$ cat src/hdl/scma_ram.sv
// ----------------------------------------------------------------------------
// scma_ram: generic simple dual-port RAM
// One write port and one read port, read data registered, read-first.
// ----------------------------------------------------------------------------
module scma_ram #(
  parameter int WIDTH = 8,
  parameter int DEPTH = 256
) (
  input  logic                     clk,
  input  logic                     we,
  input  logic [$clog2(DEPTH)-1:0] waddr,
  input  logic [WIDTH-1:0]         wdata,
  input  logic                     re,
  input  logic [$clog2(DEPTH)-1:0] raddr,
  output logic [WIDTH-1:0]         rdata
);

  logic [WIDTH-1:0] mem [DEPTH];

  always_ff @(posedge clk) begin
    if (we) begin
      mem[waddr] <= wdata;
    end
    if (re) begin
      rdata <= mem[raddr];
    end
  end

endmodule

$ cat config.mk
export PLATFORM = sky130hd
export DESIGN_NAME = scma_ram
export DESIGN_NICKNAME = d
export VERILOG_FILES = /design/src/hdl/scma_ram.sv
export SDC_FILE = /design/constraint.sdc
export NUM_CORES = 2
export LEC_CHECK = 0
export BUFFER_PORTS_ARGS = -buffer_cell sky130_fd_sc_hd__clkbuf_2
export CAP_MARGIN = 30
export CORE_ASPECT_RATIO = 0.8
export CORE_UTILIZATION = 65
export DETAILED_ROUTE_END_ITERATION = 16
export PLACE_DENSITY = 0.81
export SYNTH_ARGS = -nofsm -noshare
export SYNTH_HDL_FRONTEND = slang
export SYNTH_SLANG_ARGS = --single-unit
$ cat constraint.sdc
create_clock -name clk -period 6.85 [get_ports clk]
set_input_delay 0.3425 -clock clk [delete_from_list [all_inputs] [get_ports clk]]
set_output_delay 0.3425 -clock clk [all_outputs]
set_load 0.02 [all_outputs]
==> impl_metrics.ini <==
[outcome]
status = complete, no violations

[sta]
tns_ps = 0
relSlewSlack_pct = 25.03
tightest_slew_ps = 1124
rsz0062_at_grt = no
final_hold_viol_count = 0
fmax_ghz = 0.2430
final.period_utilization_pct = 60.07
report.final.slew_viol_count = 0
setup_viol = 0
skew_ps = 22.15
final.min_clock_period_ps = 4115

[floorplan]
rows = 114
die_h_um = 315.1
io_pins = 35
initial_core_util_pct = 65.76
coreArea_um2 = 121100
dieArea_um2 = 123900
fp.dieW_um = 393.3

[critical_path]
crit_family = buffers and inverters
crit_path_start = raddr[1]
cp_cell_sequence = buf_8 > buf_4 > buf_4 > mux4_2 > a22o_1 > a221oi_1 > o32ai_1 > nor3_1 > nor4_1
path_buf_inv = 3
arrival_ps = 4630
end_kind = flop
worstSetupPathType = primary input to flop
crit_fanout = 57
cp_slowest_stage_delay_ps = 750
critPathLaunchType = primary input
critPathSlowestCell = buf_4
timing.rr.start = mem[211][5]
worst_ep_required_time_ps = 7370
cpMostUsedCell = buf_4

[global_route]
grt_pass1_wl_um = 285800
grt_antenna_before_repair = 7
grt_pass1_vias = 40380
grt_max_degree = 157
gr-usage-all-layers_pct = 32.78
overflow = 0

[synthesis]
postSynthAreaPerCell_um2 = 21.33
syn_area_um2 = 79640
synth.yosys.seq_area_share_pct = 77.53
synth_edf_count = 2056
synth_cell_type_count = 54
async_flop_share_pct = 0
synthCells = 3733
ys_warn_count = 0
ys_seq_elements = 2056
ys.flop_type = edfxtp_1
syn_nets = 3760

[place]
port_buffers = 34
dp_hpwl_um = 115100
gp_congestion = 0.8946
dp_cells = 5254

[layout]
fillers = 6507
fin_cells = 5598
regArea_um2 = 61740
multi_input_area_um2 = 16510
layout_commonest_cell = edfxtp_1
final_cell_mix = 2056 x edfxtp_1, 454 x mux4_2, 279 x nor2_1, 184 x clkbuf_16, 134 x mux2i_1
areaGrowthSynthToFinish_pct = 9.306
final_layout_size_suffix_gt1_share_pct = 21.43
final_net_count = 3849

[min_path]
hp-start = wdata[6]
hold_class = primary input to flop

[routing]
drt_iter0_markers = 6629
via_per_inst = 7.305
wl_um = 200000
drt-pass1-iter-count = 6
wl_per_cell_um = 35.74
vias = 40890
drc = 0
ant_nets = 0

[clocking]
cts-root-buf = clkbuf_16
cts_tree = yes
clock_path_buffers = 3
clock_latency_ps = 810
cts.htree.levels = 4
numClockSinks = 2056
post_cts_buffers = 0
hold_buffers = 0
post_cts_resized = 0
clk_pin_slew_ps = 60
cts_buffers = 179

[power_and_ir_drop]
peakVddDrop_mv = 0.2728
cellPowerDensity_nw_per_um2 = 284.5
p_leak_nw = 26.71

[flow_run]
max_cap_viol_count = 0
## kinds of logic after synthesis
group           share of synthesized area (%)
mux                                     14.60
simple gates                            2.625
compound gates                          3.416
buf+inv                                 1.829
flops                                   77.53
## synth_stat cells (all sizes together), types with 4 or more instances
cell        n  area, µm²
a2111oi     5      52.55
a211oi     16      120.1
a21oi      96      480.5
a221oi     14      128.9
a22o        8      70.07
a22oi     133      998.5
and2        6      37.54
buf       122       1032
clkbuf    111      416.7
edfxtp   2056      61740
mux2i     134       1341
mux4      456      10280
nand2      33      123.9
nand2b      8      50.05
nand3      34      170.2
nand4      10      62.56
nor2      282       1059
nor2b      31      193.9
nor3       22      110.1
nor4       27      187.7
o211ai     10      75.07
o21ai      12      60.06
o221ai     47      417.9
o22a        5      43.79
o22ai      28      175.2
o32ai       5      51.30
or2         4      25.02
## worst register-to-register path: cells and delay by family (launching register included)
family / cells / cell delay (ps)
flops: 1 / 370
compound gates: 3 / 1270
mux: 1 / 480
simple gates: 2 / 780
## worst paths after layout
kind	endpoint	slack (ps)	cells past startpoint
max	rdata[5]	2740	9
min	mem[131][6]	50	1
min reg2reg	rdata[3]	1190	6
max reg2reg	rdata[5]	3670	6
## sequential cells by signal, summed over array words and instances, names as in the netlist
signal and flops:
rdata 8, mem 2048
## metal layers
layer	share of wire, %	GRT usage [%]	up-vias
li1	-	-	15860
met1	36	47.17	20990
met2	46	48.57	3514
met3	15	9.644	521
met4	3.8	12.32	4
met5	0.012	0	-
## report_power, final
group / switching [W] / internal [W]
Sequential: 0.0000253 / 0.0139
Combinational: 0.000839 / 0.000415
Clock: 0.00445 / 0.00516
Total: 0.00532 / 0.0194
## layout make-up
type	count	area share (%)
sequential	2056	70.93
clock inverter	87	0.7201
multi-input combinational	1442	18.97
tap	1624	2.334
antenna	8	0.02300
clock buffer	238	5.522
timing repair buffer	141	1.499
inverter	2	0.008624
## per-stage QoR
step,worst slack (ps),hold WS (ps),power [W],util (%),area (µm²)
floorplan,4431,441.4,0.01483,-,79640
detailed placement,2240,837.1,0.01536,67.22,81400
global placement,2038,812.2,0.01532,67.10,81250
finish,2735,54.24,0.02477,71.88,87050
global route,2735,65.97,0.02524,71.86,87030
CTS,3023,23.74,0.02473,71.70,86830
Note: power is estimated with default switching activity, not from simulation.
